### src/rtl/core/rlsu_pkg.sv
// Shared types, constants and helpers for the RS-485 chain link supervisor.
// No dependencies; every other file of the block imports this package.
`default_nettype none

package rlsu_pkg;

    // Sizes fixed by the frame format and the register map
    localparam int MAX_BOARDS_DEF = 16;
    localparam int BOARD_W        = 4;
    localparam int BP_W           = 5;
    localparam int CLR_W          = 10;
    localparam int LIM_W          = 8;
    localparam int QUIET_W        = 11;
    localparam int MAP_W          = 64;
    localparam int FRAME_W        = 32;
    localparam int BITS_W         = 16;
    localparam int MISS_W         = 32;
    localparam int OP_W           = 2;
    localparam int CFG_AW         = 5;
    localparam int CFG_DW         = 64;

    // Operation codes
    localparam logic [OP_W-1:0] OP_RX  = 2'd0;
    localparam logic [OP_W-1:0] OP_EOC = 2'd1;
    localparam logic [OP_W-1:0] OP_TX  = 2'd2;

    // Register indexes (byte address 8*index)
    localparam logic [1:0] REG_CLR = 2'd0;
    localparam logic [1:0] REG_LIM = 2'd1;
    localparam logic [1:0] REG_BP  = 2'd2;
    localparam logic [1:0] REG_MAP = 2'd3;

    // Register reset values
    localparam logic [CLR_W-1:0] CLR_RST = 10'd10;
    localparam logic [LIM_W-1:0] LIM_RST = 8'd5;
    localparam logic [BP_W-1:0]  BP_RST  = 5'd1;

    // Frame format codes
    localparam logic [2:0] RX_TYPE = 3'd2;
    localparam logic [2:0] TX_TYPE = 3'd3;
    localparam logic [3:0] TRAILER = 4'h3;

    typedef enum logic [2:0] {
        ST_IDLE,
        ST_RX,
        ST_TX,
        ST_COUNT,
        ST_GLOBAL,
        ST_EMIT
    } state_t;

    typedef struct packed {
        logic [CLR_W-1:0] clear_after_good;
        logic [LIM_W-1:0] errors_to_fault;
        logic [BP_W-1:0]  boards_present;
        logic [MAP_W-1:0] board_address_map;
    } cfg_t;

    typedef struct packed {
        logic [BOARD_W-1:0] board_index;
        logic               frame_ok;
        logic               board_matched;
        logic [BITS_W-1:0]  input_bits;
        logic               board_comm_error;
        logic               board_perm_error;
        logic [MISS_W-1:0]  invalid_count;
        logic               any_comm_error;
        logic               any_perm_error;
        logic [FRAME_W-1:0] tx_frame;
        logic               last;
    } result_t;

    // Sequencer commands to the datapath
    typedef struct packed {
        logic load_in;
        logic rx;
        logic tx;
        logic count;
        logic glob;
        logic emit;
    } cmd_t;

    // Datapath status back to the sequencer
    typedef struct packed {
        logic slot_free;
        logic last_board;
        logic no_boards;
    } sts_t;

    // XOR of the eight nibbles of a frame
    function automatic logic [3:0] nibble_xor(input logic [FRAME_W-1:0] w);
        logic [3:0] x;
        x = 4'h0;
        for (int i = 0; i < FRAME_W / 4; i++) begin
            x = x ^ w[4*i +: 4];
        end
        return x;
    endfunction

endpackage

`default_nettype wire

### src/rtl/core/rlsu_if.sv
// Request and result channel interfaces of the link supervisor.
// Depends on rlsu_pkg for the field widths.
`default_nettype none

interface rlsu_in_if;
    import rlsu_pkg::*;

    logic                 valid;
    logic                 ready;
    logic [OP_W-1:0]      operation;
    logic [FRAME_W-1:0]   frame_word;
    logic [BOARD_W-1:0]   board_select;
    logic [BITS_W-1:0]    output_bits;
    logic                 reset_request;

    modport source (
        output valid, operation, frame_word, board_select, output_bits, reset_request,
        input  ready
    );
    modport sink (
        input  valid, operation, frame_word, board_select, output_bits, reset_request,
        output ready
    );
endinterface

interface rlsu_out_if;
    import rlsu_pkg::*;

    logic                 valid;
    logic                 ready;
    logic [BOARD_W-1:0]   board_index;
    logic                 frame_ok;
    logic                 board_matched;
    logic [BITS_W-1:0]    input_bits;
    logic                 board_comm_error;
    logic                 board_perm_error;
    logic [MISS_W-1:0]    invalid_count;
    logic                 any_comm_error;
    logic                 any_perm_error;
    logic [FRAME_W-1:0]   tx_frame;
    logic                 last;

    modport source (
        output valid, board_index, frame_ok, board_matched, input_bits,
               board_comm_error, board_perm_error, invalid_count,
               any_comm_error, any_perm_error, tx_frame, last,
        input  ready
    );
    modport sink (
        input  valid, board_index, frame_ok, board_matched, input_bits,
               board_comm_error, board_perm_error, invalid_count,
               any_comm_error, any_perm_error, tx_frame, last,
        output ready
    );
endinterface

`default_nettype wire

### src/rtl/core/rlsu_cfg.sv
// APB-style configuration registers of the link supervisor.
// Depends on rlsu_pkg; registers at byte address 8*index, 64-bit data.
`default_nettype none

module rlsu_cfg (
    input  logic                        clk,
    input  logic                        rst_n,
    input  logic                        psel,
    input  logic                        penable,
    input  logic                        pwrite,
    input  logic [rlsu_pkg::CFG_AW-1:0] paddr,
    input  logic [rlsu_pkg::CFG_DW-1:0] pwdata,
    output logic [rlsu_pkg::CFG_DW-1:0] prdata,
    output logic                        pready,
    output rlsu_pkg::cfg_t              cfg
);
    import rlsu_pkg::*;

    logic [CLR_W-1:0] clr_reg;
    logic [LIM_W-1:0] lim_reg;
    logic [BP_W-1:0]  bp_reg;
    logic [MAP_W-1:0] map_reg;
    logic             wr_en;
    logic [1:0]       reg_sel;

    assign pready  = 1'b1;
    assign wr_en   = psel & penable & pwrite & pready;
    assign reg_sel = paddr[4:3];

    // register writes
    always_ff @(posedge clk or negedge rst_n)
    begin
        if (!rst_n)
        begin
            clr_reg <= CLR_RST;
            lim_reg <= LIM_RST;
            bp_reg  <= BP_RST;
            map_reg <= '0;
        end
        else if (wr_en)
        begin
            unique case (reg_sel)
                REG_CLR: clr_reg <= pwdata[CLR_W-1:0];
                REG_LIM: lim_reg <= pwdata[LIM_W-1:0];
                REG_BP:  bp_reg  <= pwdata[BP_W-1:0];
                REG_MAP: map_reg <= pwdata[MAP_W-1:0];
            endcase
        end
    end

    // read-back
    always_comb
    begin
        unique case (reg_sel)
            REG_CLR: prdata = CFG_DW'(clr_reg);
            REG_LIM: prdata = CFG_DW'(lim_reg);
            REG_BP:  prdata = CFG_DW'(bp_reg);
            REG_MAP: prdata = CFG_DW'(map_reg);
        endcase
    end

    assign cfg.clear_after_good  = clr_reg;
    assign cfg.errors_to_fault   = lim_reg;
    assign cfg.boards_present    = bp_reg;
    assign cfg.board_address_map = map_reg;

endmodule

`default_nettype wire

### src/rtl/core/rlsu_ctrl.sv
// Sequencer of the link supervisor: request acceptance and the board walks.
// Depends on rlsu_pkg; drives rlsu_dp through cmd_t and a board index.
`default_nettype none

module rlsu_ctrl #(
    parameter int MAX_CHAIN_BOARDS = rlsu_pkg::MAX_BOARDS_DEF,
    parameter int IDX_W            = 4
) (
    input  logic                      clk,
    input  logic                      rst_n,
    input  logic                      in_valid,
    input  logic [rlsu_pkg::OP_W-1:0] in_op,
    output logic                      in_ready,
    output rlsu_pkg::cmd_t            cmd,
    output logic [IDX_W-1:0]          idx,
    input  rlsu_pkg::sts_t            sts
);
    import rlsu_pkg::*;

    state_t           state_reg, state_next;
    logic [IDX_W-1:0] idx_reg, idx_next;

    // next state
    always_comb
    begin
        state_next = state_reg;
        unique case (state_reg)
            ST_IDLE:
            begin
                if (in_valid)
                begin
                    priority case (in_op)
                        OP_RX:   state_next = ST_RX;
                        OP_TX:   state_next = ST_TX;
                        OP_EOC:  state_next = sts.no_boards ? ST_GLOBAL : ST_COUNT;
                        default: state_next = ST_IDLE;
                    endcase
                end
            end
            ST_RX, ST_TX:
            begin
                if (sts.slot_free)
                    state_next = ST_IDLE;
            end
            ST_COUNT:
            begin
                if (sts.last_board)
                    state_next = ST_GLOBAL;
            end
            ST_GLOBAL:
            begin
                state_next = sts.no_boards ? ST_IDLE : ST_EMIT;
            end
            ST_EMIT:
            begin
                if (sts.slot_free && sts.last_board)
                    state_next = ST_IDLE;
            end
        endcase
    end

    // commands
    always_comb
    begin
        in_ready    = (state_reg == ST_IDLE);
        cmd.load_in = (state_reg == ST_IDLE) && in_valid;
        cmd.rx      = (state_reg == ST_RX) && sts.slot_free;
        cmd.tx      = (state_reg == ST_TX) && sts.slot_free;
        cmd.count   = (state_reg == ST_COUNT);
        cmd.glob    = (state_reg == ST_GLOBAL);
        cmd.emit    = (state_reg == ST_EMIT) && sts.slot_free;
    end

    // board walk counter, shared by the update and report passes
    always_comb
    begin
        idx_next = idx_reg;
        if (cmd.load_in || cmd.glob)
            idx_next = '0;
        else if (cmd.count || cmd.emit)
            idx_next = sts.last_board ? '0 : idx_reg + IDX_W'(1);
    end

    always_ff @(posedge clk or negedge rst_n)
    begin
        if (!rst_n)
        begin
            state_reg <= ST_IDLE;
            idx_reg   <= '0;
        end
        else
        begin
            state_reg <= state_next;
            idx_reg   <= idx_next;
        end
    end

    assign idx = idx_reg;

`ifndef ASSERT_OFF
    a_count_to_global: assert property (@(posedge clk) disable iff (!rst_n)
        (state_reg == ST_COUNT && sts.last_board) |=> (state_reg == ST_GLOBAL))
        else $error("update pass did not end in global step");
    a_empty_chain: assert property (@(posedge clk) disable iff (!rst_n)
        (in_valid && in_ready && in_op == OP_EOC && sts.no_boards)
        |=> (state_reg == ST_GLOBAL))
        else $error("empty chain end of cycle skipped global step");
    a_report_from_zero: assert property (@(posedge clk) disable iff (!rst_n)
        (state_reg == ST_GLOBAL) |=> (idx_reg == '0))
        else $error("report pass does not start at board zero");
`endif

endmodule

`default_nettype wire

### src/rtl/core/rlsu_dp.sv
// Datapath of the link supervisor: per-board state, frame checks and builds,
// board update logic and the result register. Depends on rlsu_pkg.
`default_nettype none

module rlsu_dp #(
    parameter int MAX_CHAIN_BOARDS = rlsu_pkg::MAX_BOARDS_DEF,
    parameter int IDX_W            = 4
) (
    input  logic                         clk,
    input  logic                         rst_n,
    input  rlsu_pkg::cfg_t               cfg,
    input  rlsu_pkg::cmd_t               cmd,
    input  logic [IDX_W-1:0]             idx,
    input  logic [rlsu_pkg::FRAME_W-1:0] in_frame,
    input  logic [rlsu_pkg::BOARD_W-1:0] in_sel,
    input  logic [rlsu_pkg::BITS_W-1:0]  in_obits,
    input  logic                         in_rr,
    input  logic                         out_ready,
    output logic                         out_valid,
    output rlsu_pkg::result_t            result,
    output rlsu_pkg::sts_t               sts
);
    import rlsu_pkg::*;

    localparam int NB = MAX_CHAIN_BOARDS;

    // latched request
    logic [FRAME_W-1:0] frame_reg;
    logic [BOARD_W-1:0] sel_reg;
    logic [BITS_W-1:0]  obits_reg;
    logic               rr_reg;

    // per-board state
    logic [NB-1:0]      rx_valid_reg;
    logic [BITS_W-1:0]  rx_bits_reg [NB];
    logic [QUIET_W-1:0] quiet_reg   [NB];
    logic [LIM_W-1:0]   err_reg     [NB];
    logic [NB-1:0]      comm_reg;
    logic [NB-1:0]      perm_reg;
    logic [MISS_W-1:0]  miss_reg    [NB];
    logic               gcomm_reg;
    logic               gperm_reg;
    logic               any_reg;

    // result slot
    result_t            res_reg, res_next;
    logic               out_valid_reg, out_valid_next;
    logic               load_res;

    logic [BP_W-1:0]    n_boards;
    logic               clear_perm;

    // boards in use, capped at the chain size
    assign n_boards = (cfg.boards_present > BP_W'(NB)) ? BP_W'(NB) : cfg.boards_present;
    assign clear_perm = rr_reg & ~gcomm_reg;

    assign sts.slot_free  = ~out_valid_reg | out_ready;
    assign sts.last_board = ((BP_W'(idx) + BP_W'(1)) == n_boards);
    assign sts.no_boards  = (n_boards == '0);

    // receive: frame checks and address match, lowest board wins
    logic [7:0]       rx_b0;
    logic             rx_ok;
    logic [4:0]       rx_addr;
    logic             hit_any;
    logic [IDX_W-1:0] hit_idx;

    assign rx_b0   = frame_reg[31:24];
    assign rx_addr = rx_b0[7:3];
    assign rx_ok   = (nibble_xor(frame_reg) == 4'h0) && (rx_b0[2:0] == RX_TYPE)
                     && (frame_reg[3:0] == TRAILER);

    always_comb
    begin
        hit_any = 1'b0;
        hit_idx = '0;
        for (int i = NB - 1; i >= 0; i--)
        begin
            if ((BP_W'(i) < n_boards)
                && (rx_addr == {1'b0, cfg.board_address_map[4*i +: 4]}))
            begin
                hit_any = 1'b1;
                hit_idx = IDX_W'(i);
            end
        end
    end

    // transmit: frame build with nibble checksum
    logic [3:0]         tx_addr;
    logic [FRAME_W-1:0] tx_base;
    logic [FRAME_W-1:0] tx_word;

    assign tx_addr = cfg.board_address_map[4*sel_reg +: 4];
    assign tx_base = {1'b0, tx_addr, TX_TYPE, obits_reg, 4'h0, TRAILER};
    assign tx_word = tx_base | {24'h0, nibble_xor(tx_base), 4'h0};

    // board update at the walk index
    logic [QUIET_W-1:0] q_cur, q_mid, q_new;
    logic [LIM_W:0]     e_mid;
    logic [LIM_W-1:0]   e_new;
    logic               c_mid, c_new, p_new, fault;
    logic [MISS_W-1:0]  m_new;

    always_comb
    begin
        q_cur = quiet_reg[idx];
        q_mid = q_cur;
        e_mid = {1'b0, err_reg[idx]};
        c_mid = comm_reg[idx];
        m_new = miss_reg[idx];
        if (rx_valid_reg[idx])
        begin
            // enough quiet cycles: clear the board's errors
            if (q_cur >= {1'b0, cfg.clear_after_good})
            begin
                q_mid = {1'b0, cfg.clear_after_good};
                e_mid = '0;
                c_mid = 1'b0;
            end
        end
        else
        begin
            e_mid = {1'b0, err_reg[idx]} + (LIM_W+1)'(1);
            q_mid = '0;
            m_new = miss_reg[idx] + MISS_W'(1);
        end
        fault = (e_mid >= {1'b0, cfg.errors_to_fault});
        e_new = fault ? cfg.errors_to_fault : e_mid[LIM_W-1:0];
        c_new = fault | c_mid;
        p_new = ~clear_perm & (perm_reg[idx] | fault);
        q_new = q_mid + QUIET_W'(1);
    end

    // result selection
    assign load_res = cmd.rx | cmd.tx | cmd.emit;

    always_comb
    begin
        res_next                = '0;
        res_next.any_comm_error = gcomm_reg;
        res_next.any_perm_error = gperm_reg;
        res_next.last           = 1'b1;
        priority if (cmd.rx)
        begin
            res_next.frame_ok      = rx_ok;
            res_next.board_matched = rx_ok & hit_any;
            res_next.board_index   = (rx_ok & hit_any) ? BOARD_W'(hit_idx) : '0;
            res_next.input_bits    = rx_ok ? frame_reg[23:8] : '0;
        end
        else if (cmd.tx)
        begin
            res_next.board_index = sel_reg;
            res_next.tx_frame    = tx_word;
        end
        else
        begin
            res_next.board_index      = BOARD_W'(idx);
            res_next.input_bits       = gperm_reg ? '0 : rx_bits_reg[idx];
            res_next.board_comm_error = comm_reg[idx];
            res_next.board_perm_error = perm_reg[idx];
            res_next.invalid_count    = miss_reg[idx];
            res_next.last             = sts.last_board;
        end
    end

    assign out_valid_next = load_res | (out_valid_reg & ~out_ready);

    // state registers
    always_ff @(posedge clk or negedge rst_n)
    begin
        if (!rst_n)
        begin
            rx_valid_reg  <= '0;
            comm_reg      <= '0;
            perm_reg      <= '0;
            gcomm_reg     <= 1'b0;
            gperm_reg     <= 1'b0;
            any_reg       <= 1'b0;
            out_valid_reg <= 1'b0;
            for (int i = 0; i < NB; i++)
            begin
                rx_bits_reg[i] <= '0;
                quiet_reg[i]   <= '0;
                err_reg[i]     <= '0;
                miss_reg[i]    <= '0;
            end
        end
        else
        begin
            out_valid_reg <= out_valid_next;
            if (cmd.load_in)
                any_reg <= 1'b0;
            // store a matched board's bits
            if (cmd.rx && rx_ok && hit_any)
            begin
                rx_bits_reg[hit_idx]  <= frame_reg[23:8];
                rx_valid_reg[hit_idx] <= 1'b1;
            end
            // update pass
            if (cmd.count)
            begin
                quiet_reg[idx] <= q_new;
                err_reg[idx]   <= e_new;
                comm_reg[idx]  <= c_new;
                perm_reg[idx]  <= p_new;
                miss_reg[idx]  <= m_new;
                any_reg        <= any_reg | c_new;
            end
            // global flags, valid marks dropped
            if (cmd.glob)
            begin
                gcomm_reg    <= any_reg;
                gperm_reg    <= (gperm_reg & ~clear_perm) | any_reg;
                rx_valid_reg <= '0;
            end
            // report pass clears input bits under global permanent error
            if (cmd.emit && gperm_reg)
                rx_bits_reg[idx] <= '0;
        end
    end

    // payload registers
    always_ff @(posedge clk)
    begin
        if (cmd.load_in)
        begin
            frame_reg <= in_frame;
            sel_reg   <= in_sel;
            obits_reg <= in_obits;
            rr_reg    <= in_rr;
        end
        if (load_res)
            res_reg <= res_next;
    end

    assign out_valid = out_valid_reg;
    assign result    = res_reg;

`ifndef ASSERT_OFF
    a_marks_dropped: assert property (@(posedge clk) disable iff (!rst_n)
        cmd.glob |=> (rx_valid_reg == '0))
        else $error("valid marks survived end of cycle");
    a_last_on_final: assert property (@(posedge clk) disable iff (!rst_n)
        (cmd.emit && sts.last_board) |=> (out_valid_reg && res_reg.last))
        else $error("final board report not marked last");
    a_perm_follows_comm: assert property (@(posedge clk) disable iff (!rst_n)
        (cmd.glob && any_reg) |=> (gcomm_reg && gperm_reg))
        else $error("global flags not set by board comm error");
`endif

endmodule

`default_nettype wire

### src/rtl/core/rs485_io_frame_link_supervisor_unit.sv
// Top level of the RS-485 chain link supervisor: configuration registers,
// sequencer and datapath. Depends on rlsu_pkg, rlsu_if, rlsu_cfg, rlsu_ctrl, rlsu_dp.
//
//   channel   direction  handshake        carries
//   in_ch     sink       valid / ready    operation, frame, board select, outputs
//   out_ch    source     valid / ready    one board report or frame result
//   apb       slave      psel / penable   four registers at byte address 8*index
//
// Receive and transmit: result loaded in state RX or TX once the output slot is free.
// End of cycle: the single board update path is walked once to update counters,
// then the global step, then once more to report; an empty chain skips both walks.
// Reset clears all board state at once; no clearing pass.
// A waiting result sits in the output register; the next request is taken
// once the current one's results are all loaded.
`default_nettype none

module rs485_io_frame_link_supervisor_unit #(
    parameter int MAX_CHAIN_BOARDS = rlsu_pkg::MAX_BOARDS_DEF
) (
    input  logic                        clk,
    input  logic                        rst_n,
    input  logic                        psel,
    input  logic                        penable,
    input  logic                        pwrite,
    input  logic [rlsu_pkg::CFG_AW-1:0] paddr,
    input  logic [rlsu_pkg::CFG_DW-1:0] pwdata,
    output logic [rlsu_pkg::CFG_DW-1:0] prdata,
    output logic                        pready,
    rlsu_in_if.sink                     in_ch,
    rlsu_out_if.source                  out_ch
);
    import rlsu_pkg::*;

    localparam int IDX_W = (MAX_CHAIN_BOARDS > 1) ? $clog2(MAX_CHAIN_BOARDS) : 1;

    cfg_t             cfg;
    cmd_t             cmd;
    sts_t             sts;
    logic [IDX_W-1:0] idx;
    result_t          result;

    rlsu_cfg u_cfg (
        .clk     (clk),
        .rst_n   (rst_n),
        .psel    (psel),
        .penable (penable),
        .pwrite  (pwrite),
        .paddr   (paddr),
        .pwdata  (pwdata),
        .prdata  (prdata),
        .pready  (pready),
        .cfg     (cfg)
    );

    rlsu_ctrl #(
        .MAX_CHAIN_BOARDS (MAX_CHAIN_BOARDS),
        .IDX_W            (IDX_W)
    ) u_ctrl (
        .clk      (clk),
        .rst_n    (rst_n),
        .in_valid (in_ch.valid),
        .in_op    (in_ch.operation),
        .in_ready (in_ch.ready),
        .cmd      (cmd),
        .idx      (idx),
        .sts      (sts)
    );

    rlsu_dp #(
        .MAX_CHAIN_BOARDS (MAX_CHAIN_BOARDS),
        .IDX_W            (IDX_W)
    ) u_dp (
        .clk       (clk),
        .rst_n     (rst_n),
        .cfg       (cfg),
        .cmd       (cmd),
        .idx       (idx),
        .in_frame  (in_ch.frame_word),
        .in_sel    (in_ch.board_select),
        .in_obits  (in_ch.output_bits),
        .in_rr     (in_ch.reset_request),
        .out_ready (out_ch.ready),
        .out_valid (out_ch.valid),
        .result    (result),
        .sts       (sts)
    );

    // result fields onto the channel
    assign out_ch.board_index      = result.board_index;
    assign out_ch.frame_ok         = result.frame_ok;
    assign out_ch.board_matched    = result.board_matched;
    assign out_ch.input_bits       = result.input_bits;
    assign out_ch.board_comm_error = result.board_comm_error;
    assign out_ch.board_perm_error = result.board_perm_error;
    assign out_ch.invalid_count    = result.invalid_count;
    assign out_ch.any_comm_error   = result.any_comm_error;
    assign out_ch.any_perm_error   = result.any_perm_error;
    assign out_ch.tx_frame         = result.tx_frame;
    assign out_ch.last             = result.last;

endmodule

`default_nettype wire

### src/flat_wrapper.sv
// flat-port wrapper written by rule: the top's interface ports become plain ports
module rs485_io_frame_link_supervisor_unit_flat import rlsu_pkg::*;
#(
    parameter int MAX_CHAIN_BOARDS = rlsu_pkg::MAX_BOARDS_DEF
)
  (clk, rst_n, psel, penable, pwrite, paddr, pwdata, prdata, pready, in_ch_valid, in_ch_operation, in_ch_frame_word, in_ch_board_select, in_ch_output_bits, in_ch_reset_request, in_ch_ready, out_ch_valid, out_ch_board_index, out_ch_frame_ok, out_ch_board_matched, out_ch_input_bits, out_ch_board_comm_error, out_ch_board_perm_error, out_ch_invalid_count, out_ch_any_comm_error, out_ch_any_perm_error, out_ch_tx_frame, out_ch_last, out_ch_ready);
  rlsu_in_if in_ch_i ();
  rlsu_out_if out_ch_i ();
  input  logic clk;
  input  logic rst_n;
  input  logic psel;
  input  logic penable;
  input  logic pwrite;
  input  logic [rlsu_pkg::CFG_AW-1:0] paddr;
  input  logic [rlsu_pkg::CFG_DW-1:0] pwdata;
  output logic [rlsu_pkg::CFG_DW-1:0] prdata;
  output logic pready;
  input wire logic [$bits(in_ch_i.valid)-1:0] in_ch_valid;
  input wire logic [$bits(in_ch_i.operation)-1:0] in_ch_operation;
  input wire logic [$bits(in_ch_i.frame_word)-1:0] in_ch_frame_word;
  input wire logic [$bits(in_ch_i.board_select)-1:0] in_ch_board_select;
  input wire logic [$bits(in_ch_i.output_bits)-1:0] in_ch_output_bits;
  input wire logic [$bits(in_ch_i.reset_request)-1:0] in_ch_reset_request;
  output wire logic [$bits(in_ch_i.ready)-1:0] in_ch_ready;
  output wire logic [$bits(out_ch_i.valid)-1:0] out_ch_valid;
  output wire logic [$bits(out_ch_i.board_index)-1:0] out_ch_board_index;
  output wire logic [$bits(out_ch_i.frame_ok)-1:0] out_ch_frame_ok;
  output wire logic [$bits(out_ch_i.board_matched)-1:0] out_ch_board_matched;
  output wire logic [$bits(out_ch_i.input_bits)-1:0] out_ch_input_bits;
  output wire logic [$bits(out_ch_i.board_comm_error)-1:0] out_ch_board_comm_error;
  output wire logic [$bits(out_ch_i.board_perm_error)-1:0] out_ch_board_perm_error;
  output wire logic [$bits(out_ch_i.invalid_count)-1:0] out_ch_invalid_count;
  output wire logic [$bits(out_ch_i.any_comm_error)-1:0] out_ch_any_comm_error;
  output wire logic [$bits(out_ch_i.any_perm_error)-1:0] out_ch_any_perm_error;
  output wire logic [$bits(out_ch_i.tx_frame)-1:0] out_ch_tx_frame;
  output wire logic [$bits(out_ch_i.last)-1:0] out_ch_last;
  input wire logic [$bits(out_ch_i.ready)-1:0] out_ch_ready;
  assign in_ch_i.valid = in_ch_valid;
  assign in_ch_i.operation = in_ch_operation;
  assign in_ch_i.frame_word = in_ch_frame_word;
  assign in_ch_i.board_select = in_ch_board_select;
  assign in_ch_i.output_bits = in_ch_output_bits;
  assign in_ch_i.reset_request = in_ch_reset_request;
  assign in_ch_ready = in_ch_i.ready;
  assign out_ch_valid = out_ch_i.valid;
  assign out_ch_board_index = out_ch_i.board_index;
  assign out_ch_frame_ok = out_ch_i.frame_ok;
  assign out_ch_board_matched = out_ch_i.board_matched;
  assign out_ch_input_bits = out_ch_i.input_bits;
  assign out_ch_board_comm_error = out_ch_i.board_comm_error;
  assign out_ch_board_perm_error = out_ch_i.board_perm_error;
  assign out_ch_invalid_count = out_ch_i.invalid_count;
  assign out_ch_any_comm_error = out_ch_i.any_comm_error;
  assign out_ch_any_perm_error = out_ch_i.any_perm_error;
  assign out_ch_tx_frame = out_ch_i.tx_frame;
  assign out_ch_last = out_ch_i.last;
  assign out_ch_i.ready = out_ch_ready;
  rs485_io_frame_link_supervisor_unit #(.MAX_CHAIN_BOARDS(MAX_CHAIN_BOARDS)) u_core (.clk(clk), .rst_n(rst_n), .psel(psel), .penable(penable), .pwrite(pwrite), .paddr(paddr), .pwdata(pwdata), .prdata(prdata), .pready(pready), .in_ch(in_ch_i), .out_ch(out_ch_i));
endmodule
### config.mk
export PLATFORM = sky130hd
export DESIGN_NAME = rs485_io_frame_link_supervisor_unit_flat
export DESIGN_NICKNAME = d
export VERILOG_FILES = /design/src/rtl/core/rlsu_pkg.sv /design/src/rtl/core/rlsu_if.sv /design/src/rtl/core/rlsu_cfg.sv /design/src/rtl/core/rlsu_ctrl.sv /design/src/rtl/core/rlsu_dp.sv /design/src/rtl/core/rs485_io_frame_link_supervisor_unit.sv /design/src/flat_wrapper.sv
export SDC_FILE = /design/constraint.sdc
export NUM_CORES = 2
export LEC_CHECK = 0
export BUFFER_PORTS_ARGS = -buffer_cell sky130_fd_sc_hd__clkbuf_2
export CAP_MARGIN = 20
export CORE_MARGIN = 8
export CORE_UTILIZATION = 51
export CTS_CLUSTER_SIZE = 28
export DETAILED_ROUTE_END_ITERATION = 7
export PLACE_DENSITY = 0.77
export SETUP_SLACK_MARGIN = 0.02
export SLEW_MARGIN = 5
export SYNTH_ARGS = -nofsm -noshare
export SYNTH_HDL_FRONTEND = slang
export SYNTH_SLANG_ARGS = --single-unit
export TNS_END_PERCENT = 10
### constraint.sdc
create_clock -name clk -period 12.2 [get_ports clk]
set_input_delay 1.22 -clock clk [delete_from_list [all_inputs] [get_ports clk]]
set_output_delay 1.22 -clock clk [all_outputs]
set_load 0.01 [all_outputs]
==> results.txt <==
----------------------------------------------------
[Status]
  Run status ... complete, no violations

[Clock tree]
  H-tree Lvls ... 4
  Clock Root Buffer ... sky130_fd_sc_hd__clkbuf_16
  Post-CTS Setup Inserts ... 0
  Worst-case clock buffer depth ... 3
  Register clock-pin slew on the reported worst setup and hold paths ... 0.06 ns
  Cts repair resizes ... 0
  Clock tree from TritonCTS ... done
  Clock Sinks ... 1355
  Clock latency at the later pin of the worst-skew pair ... 0.80 ns
  Total of hold buffers inserted after clock tree synthesis ... 0
  Num CTS Buffers ... 141

[Yosys]
  Most common cell in the synthesized netlist ... sky130_fd_sc_hd__dfrtp_1
  Cell type with the highest aggregate area in the netlist ... sky130_fd_sc_hd__dfrtp_1
  Async SR Flop Fraction ... 0.899
  Most frequent cells after synthesis ... sky130_fd_sc_hd__dfrtp_1 (1213), sky130_fd_sc_hd__nand2_1 (1126), sky130_fd_sc_hd__o21ai_0 (780)
  Top-area cell type share of the netlist area ... 0.481
  Number of cells produced by synthesis ... 5565
  Number of distinct library cell variants in the gate-level netlist after synthesis ... 80
  Number of synthesized flops with an enable pin ... 137
  Top area cells in the synthesized netlist ... sky130_fd_sc_hd__dfrtp_1 (48%), sky130_fd_sc_hd__mux4_2 (13%), sky130_fd_sc_hd__nand2_1 (6.7%), sky130_fd_sc_hd__edfxtp_1 (6.5%), sky130_fd_sc_hd__o21ai_0 (6.2%)
  Mean area per synthesized cell ... 11.3 sq um
  Portion of the post-synthesis area used by sequential elements ... 0.548
  Netlist Area Pre-Place ... 63100 sq um
  Post-synth top flop ... sky130_fd_sc_hd__dfrtp_1
  Count of synthesis-stage warnings from yosys ... 0
  Number of storage elements in the synthesis netlist ... 1355

[Route]
  DR WL/cell ... 23.3 um
  Antenna Nets Post-Route ... 0
  Violation count after the first detailed-routing iteration ... 5006
  Vias per Instance ... 6.18
  Detailed-routing iteration count for the pre-antenna-repair pass ... 6
  Total detailed-routing wirelength ... 172 mm
  Number of vias after detailed routing ... 45500
  Post-route DRC ... 0

[Power and ir drop]
  Static leakage ... 31.0 nW
  Share of power burned in the clock network ... 0.357
  Net switching power of the design ... 3.82 mW
  Cell internal pwr ... 8.22 mW
  Fraction of power consumed by combinational cells ... 0.204
  Share of power burned in registers ... 0.439
  Switching Fraction ... 0.318
  Peak supply drop ... 174 uV
  Total power density per cell area ... 172 nW/um^2
  Post-layout total power ... 12.0 mW

[Floorplanning]
  Standard-cell row count ... 129
  Top Ports ... 289
  Full die area ... 135000 sq um
  Core box area ... 123000 sq um
  Die extent in x ... 368 um
  Starting utilization of the core area ... 0.512
  DIE HEIGHT ... 368 um

[Final layout]
  Share of layout cells above drive strength 1 ... 0.195
  Post-layout nets ... 5758
  Syn-to-layout area delta ... 11.1%
  Number of flip-flops under the largest register name ... 512

[STA]
  Max transition margin ... 0.241
  Transition time of the tightest slew-check pin ... 1.13 ns
  Pins Over Slew Limit ... 0
  Setup repair after global routing missed its margin ... no
  Final worst-path cycle share ... 0.670
  Max Freq ... 122 MHz
  Number of hold-slack violations in the final timing report ... 0
  Final-layout setup total negative slack ... 0 ns
  Number of setup violations in the final report ... 0
  Skew final ... 0.0583 ns
  Worst hold slack after final layout ... 0.474 ns
  Post-layout minimum cycle time ... 8.17 ns
  Worst-case setup margin in the final layout ... 4.03 ns

[Flow run]
  Maximum capacitance violations ... 0

[Critical path]
  Most common cell type on the critical path ... sky130_fd_sc_hd__o21ai_0
  Largest fanout on the critical path ... 121
  Beginning of the worst register-to-register path ... u_core.u_ctrl.idx[1]
  R2r setup slk ... 4.03 ns
  Data required time at the worst endpoint ... 12.80 ns
  Element type at the critical path end ... flop
  CP max stage cell ... sky130_fd_sc_hd__dfrtp_4
  Buffers & Inverters on Critical Path ... 2
  Slowest Stage Delay on Critical Path ... 1.05 ns
  Cell breakdown of the critical path ... buf_12, mux4_2, mux4_2, ha_1, a21o_1, a221oi_1, o21bai_1, a211oi_2, buf_4, nand3_1, o21ai_0, ha_1, nor2b_1, o21a_1, o21ai_0, a21o_1, a21oi_1, nor4_4, a21boi_2, o21ai_0
  Kind of cell adding the most delay to the critical path ... compound AO/OA/AOI/OAI gates
  Category of the worst setup path launch point ... flop
  Arrival time at the worst endpoint ... 8.77 ns
  Critical Path Start ... u_core.u_ctrl.idx[1]
  Classification of the worst setup path ... reg2reg

[Placed design]
  RePlAce Congestion ... 0.912
  Worst setup slack before clock tree synthesis ... 3.99 ns
  Port Buf Inserts ... 280
  HPWL after DPL ... 104 mm

[Global routing]
  Vias in the first global route ... 46400
  Global-route wire length before repair ... 267 mm
  Global Route Usage Sum ... 0.249
  Total global routing overflow ... 0
  Antenna violations before repair ... 8
  Maximum number of pins on one net before global-route repair ... 193

[Min path]
  Hold_sp ... u_core.u_dp.miss_reg[385]
  Worst min-delay path class ... reg2reg

----------------------------------------------------
==> kinds of logic (layout without fill, tap and decap cells) <==
logic type,Yosys count,after routing,synth area share
compound gates,1130,1130,0.0947
xor+xnor,153,153,0.0225
fa+ha+maj,25,25,0.00496
buf+inv,528,677,0.0390
flops,1355,1355,0.548
mux,624,624,0.173
other cells,2,12,0.000119
simple gates,1748,1748,0.117
==> cells in the final DEF (no fill, tap or decap), types with 13 or more instances in the layout <==
cell	instances
sky130_fd_sc_hd__clkinv_2	22
sky130_fd_sc_hd__a21boi_0	17
sky130_fd_sc_hd__mux4_2	367
sky130_fd_sc_hd__a22o_1	20
sky130_fd_sc_hd__and2_1	61
sky130_fd_sc_hd__edfxtp_1	137
sky130_fd_sc_hd__nand2b_1	13
sky130_fd_sc_hd__nand3_1	114
sky130_fd_sc_hd__dfrtp_1	1209
sky130_fd_sc_hd__nand2_1	1110
sky130_fd_sc_hd__nand2_4	16
sky130_fd_sc_hd__and3_1	67
sky130_fd_sc_hd__xor2_1	64
sky130_fd_sc_hd__a21oi_1	107
sky130_fd_sc_hd__clkbuf_1	39
sky130_fd_sc_hd__clkbuf_2	279
sky130_fd_sc_hd__clkbuf_16	144
sky130_fd_sc_hd__nor3_1	13
sky130_fd_sc_hd__o21ai_1	133
sky130_fd_sc_hd__nor2_1	264
sky130_fd_sc_hd__nor2b_1	13
sky130_fd_sc_hd__o21ai_0	780
sky130_fd_sc_hd__mux2i_1	176
sky130_fd_sc_hd__mux2_2	79
sky130_fd_sc_hd__clkbuf_8	30
sky130_fd_sc_hd__inv_1	36
sky130_fd_sc_hd__buf_4	91
sky130_fd_sc_hd__nand4_1	16
sky130_fd_sc_hd__a22oi_1	13
sky130_fd_sc_hd__xnor2_1	78
sky130_fd_sc_hd__ha_1	25
==> path summary, 6_finish.rpt <==
kind                                             end  depth (start not counted)
min in group asynchronous  u_core.u_dp.miss_reg[218]                          1
min                        u_core.u_dp.miss_reg[385]                          2
max                          u_core.u_dp.comm_reg[0]                         20
max in group asynchronous  u_core.u_dp.miss_reg[450]                          3
min reg2reg                u_core.u_dp.miss_reg[385]                          2
max reg2reg                  u_core.u_dp.comm_reg[0]                         20
==> worst reg2reg max path: stages, from the launching register on <==
cell and delay [ns]:
sky130_fd_sc_hd__dfrtp_4 1.05, sky130_fd_sc_hd__buf_12 0.72, sky130_fd_sc_hd__mux4_2 0.63, sky130_fd_sc_hd__mux4_2 0.53, sky130_fd_sc_hd__ha_1 0.32, sky130_fd_sc_hd__a21o_1 0.19
sky130_fd_sc_hd__a221oi_1 0.28, sky130_fd_sc_hd__o21bai_1 0.14, sky130_fd_sc_hd__a211oi_2 0.58, sky130_fd_sc_hd__buf_4 0.32, sky130_fd_sc_hd__nand3_1 0.10, sky130_fd_sc_hd__o21ai_0 0.17
sky130_fd_sc_hd__ha_1 0.32, sky130_fd_sc_hd__nor2b_1 0.13, sky130_fd_sc_hd__o21a_1 0.15, sky130_fd_sc_hd__o21ai_0 0.16, sky130_fd_sc_hd__a21o_1 0.13, sky130_fd_sc_hd__a21oi_1 0.09
sky130_fd_sc_hd__nor4_4 0.90, sky130_fd_sc_hd__a21boi_2 0.88, sky130_fd_sc_hd__o21ai_0 0.21
==> metrics by stage <==
stage | instance area [sq um] | utilization | instances
after global routing | 70100 | 0.568 | 7360
after detailed placement | 65200 | 0.529 | 7083
final | 70100 | 0.568 | 7361
after floorplan | 63100 | - | 5568
after CTS | 69900 | 0.567 | 7341
after global placement | 65200 | 0.529 | 7081
==> routing by layer <==
layer	wire (um)	GRT usage	up-vias
met5	0	0	-
met4	8060	0.119	0
met3	14500	0.0485	537
met2	82400	0.397	2319
met1	66500	0.330	23000
li1	-	-	19600
==> layout make-up <==
type                    instances  area [sq um]
multi-input cells            3685         26300
clock buffers                 212          4150
diodes                          7          17.5
fillers                      9772         53200
well taps                    1637          2050
repair buffers                383          2340
clock inverters                46           514
flip-flops and latches       1355         34600
inverters                      36           135
==> power groups by stage <==
stage | combinational, mW | sequential (mW) | clock [mW]
floorplan | 1.72 | 5.20 | 0
global placement | 2.36 | 5.34 | 0
detailed placement | 2.41 | 5.35 | 0
CTS | 2.43 | 5.27 | 4.36
global route | 2.64 | 5.32 | 4.51
finish | 2.45 | 5.29 | 4.30
No activity file was read; power rests on OpenSTA's default activity.
